[config.mk]
export PLATFORM = sky130hd
export DESIGN_NAME = ptw_ram
export DESIGN_NICKNAME = d
export VERILOG_FILES = /design/src/design/ptw_ram.sv
export SDC_FILE = /design/constraint.sdc
export NUM_CORES = 1
export LEC_CHECK = 0
export BUFFER_PORTS_ARGS = -buffer_cell sky130_fd_sc_hd__buf_4
export CAP_MARGIN = 40
export CORE_MARGIN = 8
export CORE_UTILIZATION = 50
export CTS_CLUSTER_SIZE = 20
export DETAILED_ROUTE_END_ITERATION = 7
export GPL_TIMING_DRIVEN = 1
export PLACE_DENSITY = 0.83
export SYNTH_ARGS = -nofsm -noshare
export SYNTH_HDL_FRONTEND = slang
export SYNTH_SLANG_ARGS = --single-unit
[constraint.sdc]
create_clock -name i_clk -period 1.1 [get_ports i_clk]
set_input_delay 0.165 -clock i_clk [delete_from_list [all_inputs] [get_ports i_clk]]
set_output_delay 0.165 -clock i_clk [all_outputs]
set_load 0.02 [all_outputs]
[src/design/ptw_ram.sv]
// Generic single-write, single-read RAM with registered read data.
module ptw_ram #(
    parameter int WIDTH = 8,
    parameter int DEPTH = 2
) (
    input  logic                     i_clk,
    input  logic                     i_we,
    input  logic [$clog2(DEPTH)-1:0] i_waddr,
    input  logic [WIDTH-1:0]         i_wdata,
    input  logic                     i_re,
    input  logic [$clog2(DEPTH)-1:0] i_raddr,
    output logic [WIDTH-1:0]         o_rdata
);
    logic [WIDTH-1:0] r_mem [DEPTH];
    logic [WIDTH-1:0] r_q;

    always_ff @(posedge i_clk) begin
        if (i_we) begin
            r_mem[i_waddr] <= i_wdata;
        end
        if (i_re) begin
            r_q <= r_mem[i_raddr];
        end
    end

    assign o_rdata = r_q;
endmodule

==> out/results.ini <==
[critical_path]
worst_setup_path_end_kind = output pin
cp.arrival_ps = 860
r2r-end = o_rdata[3]$_DFFE_PP_
cp_cell_sequence = buf_4
cpLargestDelayFamily = flip-flops
critPathLaunchType = flip-flop
cp_data_required_time_ps = 940
worstPathMaxFanout = 1
cpPeakStageDelay_ps = 380
crit_buf_inv = 1
worstRegToRegCells = 1
slowest_stage = edfxtp_1
rrSetupSlack_ps = 200
path_class = reg -> out
worstReg2RegStart = r_mem[0][3]$_DFFE_PP_

[route]
dr.pass1.iters = 4
ant_nets = 0
drc = 0
drt_iter0_drc = 7
wl_per_cell_um = 14.61
dr_total_vias = 380
wl_um = 1110
viasPerCell = 5.000

[cts]
cts.path.max_buffers = 2
clk-insertion-delay-late_ps = 310
cts_sinks = 24
cts-hold-fix-buffers = 0
post_cts_buffers = 0
numCtsBuffers = 3
h-tree-depth = 1
tritoncts = built
clkSlewWorstSetupHoldPaths_ps = 120
clock-root-buffer = clkbuf_4
cts_resized = 0

[logic_synthesis]
synthTopCellsByArea = edfxtp_1, mux2_4, buf_6
ys_types = 5
syn_area_um2 = 864.6
synth_top_area_share_pct = 83.36
syn_nets = 48
synth_seq_cells = 24
syn_avg_cell_area_um2 = 24.70
synth-seq-area-share_pct = 83.36
syn_inst = 35
yosysTopAreaCell = edfxtp_1
synth_warnings = 0

[sta]
hold_viol = 0
period_share_pct = 92.92
finalSetupViolCount = 0
fin_crit_ps = 1022
tightestPinTransition_ps = 358.7
fin_worst_skew_ps = 4.575
relSlewSlack_pct = 76.09
postLayoutSetupSlackWorst_ps = 77.86
finalSetupTns_ps = 0
slew_violations = 0
clock.fmax_ghz = 0.9783
rsz0062_at_grt = no

[layout]
diodes = 0
final_cell_mix = edfxtp_1, buf_4, mux2_4, clkbuf_4
nets = 73
fillers = 113
area_growth_pct = 22.43
final_common_cell = edfxtp_1
stdcell_count = 76
drive_above_1_share_pct = 54.24

[floorplanning]
row_count = 15
initial_utilization_pct = 51.76
die_h_um = 57.59
io_pins = 21
dieArea_um2 = 3316
core_um2 = 1670
fp.dieW_um = 57.59

[min_path]
hp-start = i_wdata[3]
min_delay_path_depth = 1
min_to = r_mem[1][3]$_DFFE_PP_
hold_class = in -> reg

[run]
drv_cap = 0

[pwr]
powerDensity_nw_per_um2 = 1545
cellLeakagePower_uw = 0.0004156
irDropWorstVdd_v = 0.0009009

[grt]
grt_overflow = 0
antenna_found_initial = 0
grt_pass1_wl_um = 1828
grt_pass1_vias = 412
grtUsageTotal_pct = 7.470
grt_max_degree = 14

[place]
dp_cells = 72
place_congestion = 0.6319
port_buffers = 20
place_ws_ps = 158.7

[status]
status = complete, no violations

==> cells in the mapped netlist (all sizes together) <==
| cell type | n |
|---|---|
| and2 | 1 |
| buf | 1 |
| mux2 | 8 |
| edfxtp | 24 |
| nor2b | 1 |
==> routing by layer <==
layer	GRT usage, %	vias to the layer above	share of wire [%]	wire (µm)
li1	-	185	-	-
met1	6.649	169	40	446
met2	11.58	22	44	483
met3	4.036	4	13	144
met4	7.500	0	3.2	36
met5	0	-	0	0
==> cell families after synthesis <==
kind of cell	after synthesis	synth area share, %
simple gates	2	1.448
mux	8	13.89
flops	24	83.36
buf+inv	1	1.302
==> cell type report <==
cell class / count / area [µm²] / share of cell area, %
sequential: 24 / 720.7 / 68.08
timing repair buffer: 21 / 157.7 / 14.89
multi-input combinational: 10 / 132.6 / 12.53
clock buffer: 3 / 22.52 / 2.128
tap: 17 / 21.27 / 2.009
clock inverter: 1 / 3.754 / 0.3546
==> stage by stage <==
stage | cell area, µm² | utilization (%) | power [µW] | hold WS [ps]
final | 1059 | 63.37 | 1635 | 30.79
after global routing | 1059 | 63.37 | 1699 | 12.03
after floorplan | 864.6 | - | 1205 | 263.9
after detailed placement | 1032 | 61.80 | 1288 | 354.2
after global placement | 1032 | 61.80 | 1280 | 351.7
after CTS | 1059 | 63.37 | 1663 | 16.55
==> worst max-delay path by stage <==
stage,cells after the start,to,start,slack (ps)
floorplan,1,r_mem[0][0]$_DFFE_PP_,i_we,140
global placement,2,o_rdata[4]$_DFFE_PP_,i_raddr,200
detailed placement,2,r_mem[1][1]$_DFFE_PP_,i_waddr,160
CTS,1,o_rdata[3],o_rdata[3]$_DFFE_PP_,50
global route,1,o_rdata[3],o_rdata[3]$_DFFE_PP_,40
finish,1,o_rdata[3],o_rdata[3]$_DFFE_PP_,80
==> flip-flops by register name (all words and copies together) (netlist names) <==
register / count
r_mem: 16
o_rdata: 8
==> where the power goes <==
group | switching (µW) | leakage, µW | internal, µW
Sequential | 15.7 | 0.000228 | 1080
Clock | 238 | 0.0000154 | 133
Combinational | 73.8 | 0.000172 | 95.5
Total | 328 | 0.000416 | 1310
No activity file was read; power rests on OpenSTA's default activity.
